===== src/design/lzw_pkg.sv =====
// Shared types for the LZW chunk decoder: item structs, result codes and
// the command/status structs between the controller and the datapath.
// No dependencies.
package lzw_pkg;

  localparam int unsigned CodeBits  = 12;
  localparam int unsigned StackAw   = 12;
  localparam logic [12:0] ClearCode = 13'h100;
  localparam logic [3:0]  MinWidth  = 4'd9;
  localparam logic [3:0]  MaxWidth  = 4'd12;

  // result codes
  localparam logic [2:0] ST_BYTE  = 3'd0;
  localparam logic [2:0] ST_TAKEN = 3'd1;
  localparam logic [2:0] ST_EMPTY = 3'd2;
  localparam logic [2:0] ST_BAD   = 3'd3;
  localparam logic [2:0] ST_FULL  = 3'd4;

  typedef struct packed {
    logic        kind;
    logic [7:0]  data_byte;
    logic        chunk_start;
    logic [12:0] chunk_out_len;
    logic        restart_codes;
    logic        clear_table;
  } in_item_t;

  typedef struct packed {
    logic [2:0] status;
    logic [7:0] out_byte;
    logic       end_of_chunk;
  } out_item_t;

  typedef enum logic [2:0] {
    OP_NONE,
    OP_LOAD,
    OP_PUSH,
    OP_TAKE,
    OP_RD_CODE,
    OP_WALK,
    OP_FIX,
    OP_ADD
  } op_e;

  typedef struct packed {
    op_e        op;
    logic       pop;
    logic       out_load;
    logic [2:0] out_status;
  } ctrl_cmd_t;

  typedef struct packed {
    logic kind;
    logic full;
    logic left_zero;
    logic scnt_zero;
    logic short_bits;
    logic is_clear;
    logic is_bad;
    logic walk_done;
    logic out_free;
  } dp_stat_t;

endpackage


===== src/design/lzw_ctrl.sv =====
// Controller FSM of the LZW chunk decoder: sequences push, code take,
// chain walk, table update, pop and result send. Depends on lzw_pkg.
module lzw_ctrl (
  input  logic              clk_i,
  input  logic              rst_ni,
  input  logic              in_valid_i,
  output logic              in_stall_o,
  input  lzw_pkg::dp_stat_t stat_i,
  output lzw_pkg::ctrl_cmd_t cmd_o
);
  import lzw_pkg::*;

  typedef enum logic [3:0] {
    S_IDLE, S_DEC, S_TAKE, S_RD, S_WALK, S_FIX, S_ADD, S_POP, S_SEND
  } state_e;

  state_e     state_q, state_d;
  logic [2:0] st_q, st_d;

  always_comb begin
    state_d        = state_q;
    st_d           = st_q;
    cmd_o          = '0;
    cmd_o.op       = OP_NONE;
    cmd_o.out_status = st_q;
    case (state_q)
      S_IDLE: begin
        if (in_valid_i) begin
          cmd_o.op = OP_LOAD;
          state_d  = S_DEC;
        end
      end
      S_DEC: begin
        if (!stat_i.kind) begin
          cmd_o.op = OP_PUSH;
          st_d     = stat_i.full ? ST_FULL : ST_TAKEN;
          state_d  = S_SEND;
        end else if (stat_i.left_zero) begin
          st_d    = ST_EMPTY;
          state_d = S_SEND;
        end else if (stat_i.scnt_zero) begin
          state_d = S_TAKE;
        end else begin
          state_d = S_POP;
        end
      end
      S_TAKE: begin
        if (stat_i.short_bits) begin
          st_d    = ST_EMPTY;
          state_d = S_SEND;
        end else begin
          cmd_o.op = OP_TAKE;
          if (stat_i.is_clear) begin
            state_d = S_TAKE;
          end else if (stat_i.is_bad) begin
            st_d    = ST_BAD;
            state_d = S_SEND;
          end else begin
            state_d = S_RD;
          end
        end
      end
      S_RD: begin
        cmd_o.op = OP_RD_CODE;
        state_d  = S_WALK;
      end
      S_WALK: begin
        cmd_o.op = OP_WALK;
        if (stat_i.walk_done) state_d = S_FIX;
      end
      S_FIX: begin
        cmd_o.op = OP_FIX;
        state_d  = S_ADD;
      end
      S_ADD: begin
        cmd_o.op = OP_ADD;
        state_d  = S_POP;
      end
      S_POP: begin
        cmd_o.pop = 1'b1;
        st_d      = ST_BYTE;
        state_d   = S_SEND;
      end
      S_SEND: begin
        if (stat_i.out_free) begin
          cmd_o.out_load = 1'b1;
          state_d        = S_IDLE;
        end
      end
      default: state_d = S_IDLE;
    endcase
  end

  assign in_stall_o = (state_q != S_IDLE);

  always_ff @(posedge clk_i or negedge rst_ni) begin
    if (!rst_ni) begin
      state_q <= S_IDLE;
      st_q    <= ST_EMPTY;
    end else begin
      state_q <= state_d;
      st_q    <= st_d;
    end
  end

endmodule


===== config.mk =====
export PLATFORM = sky130hd
export DESIGN_NAME = lzw_ctrl
export DESIGN_NICKNAME = d
export VERILOG_FILES = /design/src/design/lzw_pkg.sv /design/src/design/lzw_ctrl.sv
export SDC_FILE = /design/constraint.sdc
export NUM_CORES = 1
export LEC_CHECK = 0
export ABC_AREA = 1
export BUFFER_PORTS_ARGS = -buffer_cell sky130_fd_sc_hd__buf_2
export CORE_AREA = 10 10 47 49
export CTS_CLUSTER_DIAMETER = 120
export DETAILED_ROUTE_END_ITERATION = 7
export DIE_AREA = 0 0 57 59
export PLACE_DENSITY = 0.74
export SKIP_CTS_REPAIR_TIMING = 1
export SLEW_MARGIN = 20
export SYNTH_ARGS = -nofsm -noshare
export SYNTH_HDL_FRONTEND = slang
export SYNTH_SLANG_ARGS = --single-unit

===== constraint.sdc =====
create_clock -name clk_i -period 1.41 [get_ports clk_i]
set_input_delay 0.0705 -clock clk_i [delete_from_list [all_inputs] [get_ports clk_i]]
set_output_delay 0.0705 -clock clk_i [all_outputs]
set_load 0.03 [all_outputs]

==> key figures, run 1 <==
Power
  – Clock share of power: 10.6%
  – Reg power frac: 23.4%
  – Worst IR drop on VDD: 0.00106 V
  – Share of total power consumed by net switching: 52.5%
  – Leakage power of the design: 0.474 nW
  – Internal cell power: 0.843 mW
  – P per Cell Area: 2150 mW/mm^2
  – Part of the power in combinational logic: 66.0%
  – Sw power: 0.931 mW

Route
  – Number of nets with antenna violations after detailed routing: 0
  – Via density: 4.77
  – DRC violations left: 0
  – 1st-iter DRT viols: 10
  – Total vias in the final route: 639
  – Routed WL: 1520 um
  – Routed wirelength normalized by instance count: 11.4 um
  – Length of the first detailed-routing pass in iterations: 4

Die
  – Number of core rows: 14
  – DIE AREA: 0.00336 mm^2
  – Floorplan die width: 57 um
  – Die height: 59 um
  – Number of top-level pins: 21
  – Initial cell density of the core: 40.7%
  – Core area: 0.00140 mm^2

Synthesis
  – Post-synthesis simple-gate area fraction: 53.1%
  – Count of synthesis-stage warnings from yosys: 0
  – Top cells by area, synth: dfrtp_1, nand2_1, inv_1
  – Number of library cell types mapped by synthesis: 17
  – Dominant combinational cell family by area after synthesis: simple AND/OR/NAND/NOR gates
  – Number of synthesized register bits: 7
  – Synthesized-area fraction occupied by xor and xnor cells: 0%
  – Largest area contributor in the synthesized netlist: dfrtp_1
  – Avg Cell Area, Syn: 6.56 um^2
  – Multiplexer share of the synthesized area: 0%
  – Share of Yosys cell area claimed by the top area cell type: 26.3%
  – Syn Inst Count: 87
  – Area share of fa/ha/maj cells after synthesis: 0%
  – Syn_nets: 99
  – Netlist area before placement: 571 um^2
  – Complex-gate fraction of the synthesized area: 6.14%
  – Proportion of synthesized chip area in sequential cells: 30.9%

Clock network
  – Number of buffers inserted during clock tree synthesis: 3
  – CTS tree: done
  – Clock transition time at the flip-flop clock pins of the worst setup and hold paths: 0.06 ns
  – H-tree depth: 1
  – Clock sinks: 7
  – CTS Buffer Depth: 2
  – Clock network latency to the later pin of the worst-skew pair: 0.26 ns
  – Root buffer cell: clkbuf_4

Global routing
  – First-pass GRT wire length: 2540 um
  – Number of global-route vias before repair: 607
  – Overflow left after global routing: 0
  – Fraction of met2 tracks used by global routing: 14.3%
  – GRT Total Usage: 9.04%
  – Pin count of the biggest net entering global routing: 8
  – GR Layer Usage met3: 3.86%
  – Number of antenna violations at the first check in global routing: 0
  – Global routing usage on met1: 10.4%
  – Busiest layer in global routing: met2

Timing
  – Worst hold slack after final layout: 0.132 ns
  – Relative slew slack: 87.6%
  – Final Max Tran Viols: 0
  – RSZ-0062 raised after global routing: true
  – Tmin final: 1.43 ns
  – Final-report setup violation count: 1
  – Final hold violation count: 0
  – Transition time at the pin with the least slew margin: 0.185 ns
  – Share of the cycle needed by the critical path after routing: 101%
  – Final setup slack of the worst path: -0.0208 ns
  – Clock Skews: 0.00617 ns
  – Maximum clock frequency: 699 MHz

Placed design
  – Detailed placement HPWL: 1250 um
  – Port Buf Inserts: 20
  – Worst setup slack after placement: 0.120 ns
  – Global placement routability congestion: 0.785

Setup path
  – Worst flop-to-flop path startpoint: state_q[3]$_DFFE_PN0P_
  – Worst reg2reg endpoint: st_q[0]$_DFFE_PN0P_
  – Critical setup path kind: register to output port
  – Crit path capture type: output port
  – Worst-case register-to-register setup slack: 0.21 ns
  – Worst reg2reg path depth: 8
  – Critical path arrival: 1.36 ns
  – Critical path launch point type: register
  – Critical path data required time: 1.34 ns
  – Maximum net fanout on the critical path: 5

Run status
  – Status: finished with violations
  – Violated checks: setup timing

Min path
  – Path class of the lowest-slack min-delay path: input port to register
  – Worst hold path cell count: 3
  – Beginning of the worst hold path: stat_i[8]
  – Worst hold endpoint: state_q[1]$_DFFE_PN0P_

Finish
  – Layout cells sized above 1: 44.1%
  – Layout area overhead: 45.0%
  – Inserted Diodes: 0
  – Layout filler cell count: 140
  – Post-layout utilization of the core: 59.0%
  – Nets: 131

Flow run
  – Maxcap violations: 0
## critical path, stage by stage, from the launching register on
cell,delay [ns]
dfrtp_2,0.46
inv_4,0.10
nand2_4,0.07
nor2_4,0.13
nand2_2,0.08
o211ai_1,0.08
buf_4,0.18
## power groups by stage
stage	combinational (mW)	clock, mW	sequential (mW)
floorplan	0.719	0	0.448
global placement	1.02	0	0.386
detailed placement	1.03	0	0.388
CTS	1.03	0.190	0.388
global route	1.29	0.205	0.428
finish	1.17	0.188	0.415
## cells in the mapped netlist, drive strengths merged
library cell / count
o21ai: 1
dfstp: 1
dfrtp: 6
o211ai: 4
nand4: 4
nor2: 11
nand2: 32
nor3: 2
inv: 15
nor4: 1
nand3: 10
## cell usage in the layout (no fill, tap or decap), types with 4 or more instances in the layout
cell | netlist | final
nor2_4 | 2 | 4
buf_4 | 0 | 9
nor2_1 | 7 | 6
o211ai_1 | 4 | 4
dfrtp_2 | 0 | 4
nand3_1 | 8 | 7
inv_1 | 13 | 11
buf_2 | 0 | 16
nand2_1 | 28 | 27
nand4_1 | 4 | 4
## state kept, by name, indices dropped and copies added (netlist names)
register  flops
st_q          3
state_q       4
## layer usage
metal	vias up	part of all wire (%)
met5	-	0
met4	0	1.5
met3	3	6.7
met2	15	47
met1	281	45
li1	340	-
## through the flow
| step | cells | instance area, um^2 | TNS, ns | power (mW) |
|---|---|---|---|---|
| final | 134 | 827 | -0.0208 | 1.77 |
| after global placement | 123 | 704 | 0 | 1.41 |
| after CTS | 127 | 731 | -0.425 | 1.61 |
| after detailed placement | 123 | 704 | 0 | 1.42 |
| after global routing | 134 | 827 | -0.283 | 1.92 |
| after floorplan | 87 | 584 | 0 | 1.17 |
## cell families after synthesis
group | count (synthesis)
AO/OA/AOI/OAI | 5
buffers and inverters | 15
flip-flops | 7
AND/OR/NAND/NOR | 60
## worst max-delay path by stage
stage / from / endpoint / slack, ns
2_1_floorplan: state_q[3]$_DFFE_PN0P_ / st_q[1]$_DFFE_PN1P_ / 0.01
3_3_place_gp: state_q[3]$_DFFE_PN0P_ / cmd_o[5] / 0.17
3_5_place_dp: state_q[3]$_DFFE_PN0P_ / cmd_o[5] / 0.12
4_1_cts: state_q[3]$_DFFE_PN0P_ / cmd_o[5] / -0.16
5_1_grt: state_q[3]$_DFFE_PN0P_ / cmd_o[5] / -0.09
6_report: state_q[3]$_DFFE_PN0P_ / cmd_o[5] / -0.02
## layout make-up
cell class                 instances  area [um^2]  share of cell area (%)
clock buffer                       4         26.3                    3.18
tap                               16         20.0                    2.42
inverter                          15         61.3                    7.41
multi-input combinational         65          369                    44.6
sequential                         7          181                    21.9
timing repair buffer              27          169                    20.4
(Power assumes the default switching activity.)
==> run 2, diff against run 1 <==
Settings changed: CAP_MARGIN set to 20, TNS_END_PERCENT set to 50.
==> key figures, run 2 (synthesized netlist as in run 1, its figures left out) <==
Run status
  – Status: finished with violations
  – Violated checks: setup timing

Timing
  – Final setup slack of the worst path: -0.0314 ns
  – Final Max Tran Viols: 0
  – Final-report setup violation count: 3
  – Maximum clock frequency: 694 MHz
  – Transition time at the pin with the least slew margin: 0.180 ns
  – Share of the cycle needed by the critical path after routing: 102%
  – Clock Skews: 0.00607 ns
  – RSZ-0062 raised after global routing: true
  – Relative slew slack: 87.9%
  – Worst hold slack after final layout: 0.128 ns
  – Final hold violation count: 0
  – Tmin final: 1.44 ns

Setup path
  – Critical-path cell list: inv_4 > nand2_4 > nor2_4 > nand2_2 > o211ai_1 > buf_4
  – Slowest stage cell, crit path: dfrtp_2
  – Critical path launch point type: register
  – Critical Path Start: state_q[3]$_DFFE_PN0P_
  – Worst-case register-to-register setup slack: 0.20 ns
  – Critical Path Stages: 6
  – Critical path data required time: 1.34 ns
  – WP buf/inv: 2
  – Cell family with the largest share of critical-path delay: flip-flops
  – Worst reg2reg endpoint: st_q[0]$_DFFE_PN0P_
  – Maximum net fanout on the critical path: 5
  – Worst reg2reg path depth: 8
  – Critical path arrival: 1.37 ns
  – Crit path capture type: output port
  – Worst flop-to-flop path startpoint: state_q[3]$_DFFE_PN0P_
  – Critical setup path kind: register to output port
  – Crit path largest cell delay: 0.45 ns

Die
  – Die height: 59 um
  – Number of top-level pins: 21
  – Floorplan die width: 57 um
  – Number of core rows: 14
  – Initial cell density of the core: 40.7%
  – DIE AREA: 0.00336 mm^2
  – Core area: 0.00140 mm^2

Global routing
  – Global routing usage on met1: 11.0%
  – Overflow left after global routing: 0
  – Number of antenna violations at the first check in global routing: 0
  – Busiest layer in global routing: met2
  – Number of global-route vias before repair: 629
  – GRT Total Usage: 9.53%
  – GR Layer Usage met3: 3.86%
  – Fraction of met2 tracks used by global routing: 14.7%
  – Pin count of the biggest net entering global routing: 8
  – First-pass GRT wire length: 2610 um

Route
  – Routed WL: 1610 um
  – Routed wirelength normalized by instance count: 12.2 um
  – Length of the first detailed-routing pass in iterations: 4
  – DRC violations left: 0
  – 1st-iter DRT viols: 8
  – Total vias in the final route: 647
  – Via density: 4.90
  – Number of nets with antenna violations after detailed routing: 0

Finish
  – Layout area overhead: 42.3%
  – Commonest non-fill, non-tap cell in the layout: nand2_1
  – Inserted Diodes: 0
  – Top flop regs: state_q: 4 flops, st_q: 3 flops
  – Layout cells sized above 1: 43.1%
  – Most used cells in the layout excluding fill and tap cells: nand2_1, buf_2, inv_1
  – Register bank with the most flops: state_q
  – Number of flip-flops in the largest register: 4
  – Nets: 129

Power
  – Sw power: 0.941 mW
  – Leakage power of the design: 0.462 nW
  – P per Cell Area: 2180 mW/mm^2
  – Part of the power in combinational logic: 65.8%
  – Worst IR drop on VDD: 0.000999 V
  – Internal cell power: 0.827 mW
  – Clock share of power: 10.6%
  – Share of total power consumed by net switching: 53.2%
  – Total power of the final layout: 1.77 mW
  – Reg power frac: 23.6%

Clock network
  – Clock sinks: 7
  – CTS tree: done
  – Root buffer cell: clkbuf_4
  – Number of buffers inserted during clock tree synthesis: 3
  – Clock transition time at the flip-flop clock pins of the worst setup and hold paths: 0.06 ns
  – Clock network latency to the later pin of the worst-skew pair: 0.26 ns
  – CTS Buffer Depth: 2
  – H-tree depth: 1

Min path
  – Worst hold endpoint: state_q[1]$_DFFE_PN0P_
  – Beginning of the worst hold path: stat_i[8]
  – Path class of the lowest-slack min-delay path: input port to register
  – Worst hold path cell count: 3

Placed design
  – Global placement routability congestion: 0.835
  – Detailed placement HPWL: 1270 um
  – Port Buf Inserts: 20

Flow run
  – Maxcap violations: 0
==> run 2: changes by cell type in the layout (fill, tap and decap cells not counted), sizes merged <==
| cell | previous run | this run |
|---|---|---|
| buf | 26 | 23 |
| clkbuf | 4 | 5 |
==> run 2: worst max path at each step <==
stage,slack [ns],to
finish,-0.03,cmd_o[5]
global placement,0.10,cmd_o[7]
CTS,-0.21,cmd_o[7]
floorplan,-0.03,cmd_o[5]
global route,-0.13,cmd_o[5]
detailed placement,0.08,cmd_o[7]
==> run 2: metal layers <==
metal	vias up	routed length (um)
met1	284	699
li1	339	-
met4	0	36
met5	-	0
met2	21	762
met3	3	112
==> run 2: stage by stage <==
stage	cell area [um^2]	util (%)	TNS, ns	setup WS, ns	instances
floorplan	577	-	-0.0303	-0.0303	87
global placement	697	49.7	0	0.103	123
detailed placement	697	49.7	0	0.0830	123
CTS	723	51.6	-0.660	-0.208	127
global route	812	57.9	-0.403	-0.126	132
finish	812	57.9	-0.0510	-0.0314	132
==> run 2: final cells by class <==
cell class | count | area [um^2]
clock buffers | 4 | 26.3
fillers | 135 | 589
inverters | 15 | 61.3
multi-input cells | 65 | 369
flip-flops and latches | 7 | 181
well taps | 16 | 20.0
repair buffers | 25 | 154
==> run 2: power by group through the flow <==
stage | clock (mW) | combinational, mW | sequential [mW]
floorplan | 0 | 0.709 | 0.437
global placement | 0 | 1.01 | 0.374
detailed placement | 0 | 1.02 | 0.375
CTS | 0.196 | 1.03 | 0.375
global route | 0.209 | 1.27 | 0.433
finish | 0.188 | 1.16 | 0.417
==> run 2: worst register-to-register path: cells and delay by family (launching register included) <==
family | cells | cell delay [ns]
buffers and inverters | 2 | 0.23
flip-flops | 1 | 0.45
AND/OR/NAND/NOR | 6 | 0.46
==> run 3, diff against run 2 <==
Settings changed: CTS_BUF_LIST set to sky130_fd_sc_hd__clkbuf_8.
==> key figures, run 3 (synthesized netlist as in run 1, its figures left out) <==
Run status
  – Status: finished with violations
  – Violated checks: setup timing

Global routing
  – Number of antenna violations at the first check in global routing: 0
  – Number of global-route vias before repair: 627
  – First-pass GRT wire length: 2650 um
  – GRT Total Usage: 9.97%
  – Pin count of the biggest net entering global routing: 8
  – Overflow left after global routing: 0

Route
  – Routed WL: 1630 um
  – 1st-iter DRT viols: 8
  – Number of nets with antenna violations after detailed routing: 0
  – DRC violations left: 0
  – Length of the first detailed-routing pass in iterations: 4
  – Total vias in the final route: 657
  – Routed wirelength normalized by instance count: 12.3 um
  – Via density: 4.98

Clock network
  – Clock transition time at the flip-flop clock pins of the worst setup and hold paths: 0.04 ns
  – Clock sinks: 7
  – Root buffer cell: clkbuf_8
  – H-tree depth: 1
  – CTS Buffer Depth: 2
  – CTS tree: done
  – Number of buffers inserted during clock tree synthesis: 3
  – Clock network latency to the later pin of the worst-skew pair: 0.23 ns

Die
  – Die height: 59 um
  – Number of top-level pins: 21
  – Floorplan die width: 57 um
  – Number of core rows: 14
  – DIE AREA: 0.00336 mm^2
  – Core area: 0.00140 mm^2
  – Initial cell density of the core: 40.7%

Power
  – P per Cell Area: 2240 mW/mm^2
  – Reg power frac: 22.6%
  – Leakage power of the design: 0.475 nW
  – Share of total power consumed by net switching: 51.2%
  – Internal cell power: 0.907 mW
  – Sw power: 0.952 mW
  – Part of the power in combinational logic: 62.5%
  – Clock share of power: 15.0%
  – Worst IR drop on VDD: 0.00101 V

Timing
  – Final hold violation count: 0
  – Worst hold slack after final layout: 0.152 ns
  – Transition time at the pin with the least slew margin: 0.180 ns
  – Final-report setup violation count: 1
  – Tmin final: 1.41 ns
  – Share of the cycle needed by the critical path after routing: 100%
  – Maximum clock frequency: 708 MHz
  – Relative slew slack: 87.9%
  – RSZ-0062 raised after global routing: true
  – Clock Skews: 0.00351 ns
  – Final setup slack of the worst path: -0.00149 ns
  – Final Max Tran Viols: 0

Setup path
  – Critical setup path kind: register to output port
  – Cell family with the largest share of critical-path delay: flip-flops
  – Crit path capture type: output port
  – Worst flop-to-flop path startpoint: state_q[3]$_DFFE_PN0P_
  – Critical path launch point type: register
  – Critical path arrival: 1.34 ns
  – Critical-path cell list: inv_4 > nand2_4 > nor2_4 > nand2_2 > o211ai_1 > buf_4
  – Critical path data required time: 1.34 ns
  – Worst reg2reg endpoint: st_q[0]$_DFFE_PN0P_
  – Maximum net fanout on the critical path: 5
  – WP buf/inv: 2
  – Slowest stage cell, crit path: dfrtp_2
  – Crit path largest cell delay: 0.45 ns
  – Worst reg2reg path depth: 8
  – Worst-case register-to-register setup slack: 0.20 ns

Finish
  – Top flop regs: state_q: 4 flops, st_q: 3 flops
  – Post-route insts no fill: 132
  – Inserted Diodes: 0
  – Layout area overhead: 45.2%
  – Post-layout utilization of the core: 59.1%
  – Layout cells sized above 1: 43.1%
  – Number of flip-flops in the largest register: 4
  – Most used cells in the layout excluding fill and tap cells: nand2_1, buf_2, inv_1
  – Commonest non-fill, non-tap cell in the layout: nand2_1
  – Nets: 129
  – Register bank with the most flops: state_q

Min path
  – Worst hold path cell count: 3
  – Worst hold endpoint: state_q[1]$_DFFE_PN0P_
  – Path class of the lowest-slack min-delay path: input port to register
  – Beginning of the worst hold path: stat_i[8]

Placed design
  – Port Buf Inserts: 20
  – Instance count after placement with tap cells included: 123
  – Global placement routability congestion: 0.835
  – Detailed placement HPWL: 1270 um

Flow run
  – Maxcap violations: 0
run 3: power by group through the flow:
stage                     registers [mW]  clock network, mW  logic [mW]
after global placement             0.374                  0        1.01
after global routing               0.434              0.302        1.27
after detailed placement           0.375                  0        1.02
final                              0.419              0.279        1.16
after floorplan                    0.437                  0       0.709
after CTS                          0.376              0.287        1.03
run 3: metal layers:
layer	vias to the layer above	share of wire (%)	track usage, %
li1	341	-	-
met1	286	42	11.1
met2	25	47	14.7
met3	5	7.9	4.51
met4	0	2.3	7.05
met5	-	0	0
run 3: layout make-up:
type / count / area [um^2]
clock buffer: 3 / 41.3
clock inverter: 1 / 3.75
timing repair buffer: 25 / 151
fill: 136 / 573
tap: 16 / 20.0
multi-input combinational: 65 / 369
inverter: 15 / 61.3
sequential: 7 / 181
run 3: worst reg2reg max path, stage by stage, from the launching register on:
cell     delay, ns
dfrtp_2       0.45
inv_4         0.10
nand2_4       0.06
nor2_4        0.15
nand2_2       0.09
buf_4         0.13
nand2_1       0.06
nand2_1       0.05
nand2_1       0.05
run 3: how the worst max path moves through the flow:
stage	from	slack, ns	end	depth (start not counted)
finish	state_q[3]$_DFFE_PN0P_	-0.001	cmd_o[5]	6
detailed placement	state_q[1]$_DFFE_PN0P_	0.08	cmd_o[7]	5
global route	state_q[3]$_DFFE_PN0P_	-0.09	cmd_o[5]	6
CTS	state_q[1]$_DFFE_PN0P_	-0.17	cmd_o[7]	5
floorplan	state_q[3]$_DFFE_PN0P_	-0.03	cmd_o[5]	3
global placement	state_q[1]$_DFFE_PN0P_	0.10	cmd_o[7]	5
run 3: per-stage QoR:
stage | total power [mW] | TNS (ns) | area, um^2 | setup WS, ns
CTS | 1.69 | -0.517 | 742 | -0.172
floorplan | 1.15 | -0.0303 | 577 | -0.0303
global route | 2.01 | -0.240 | 828 | -0.0876
global placement | 1.38 | 0 | 697 | 0.103
finish | 1.86 | -0.00149 | 828 | -0.00149
detailed placement | 1.40 | 0 | 697 | 0.0830
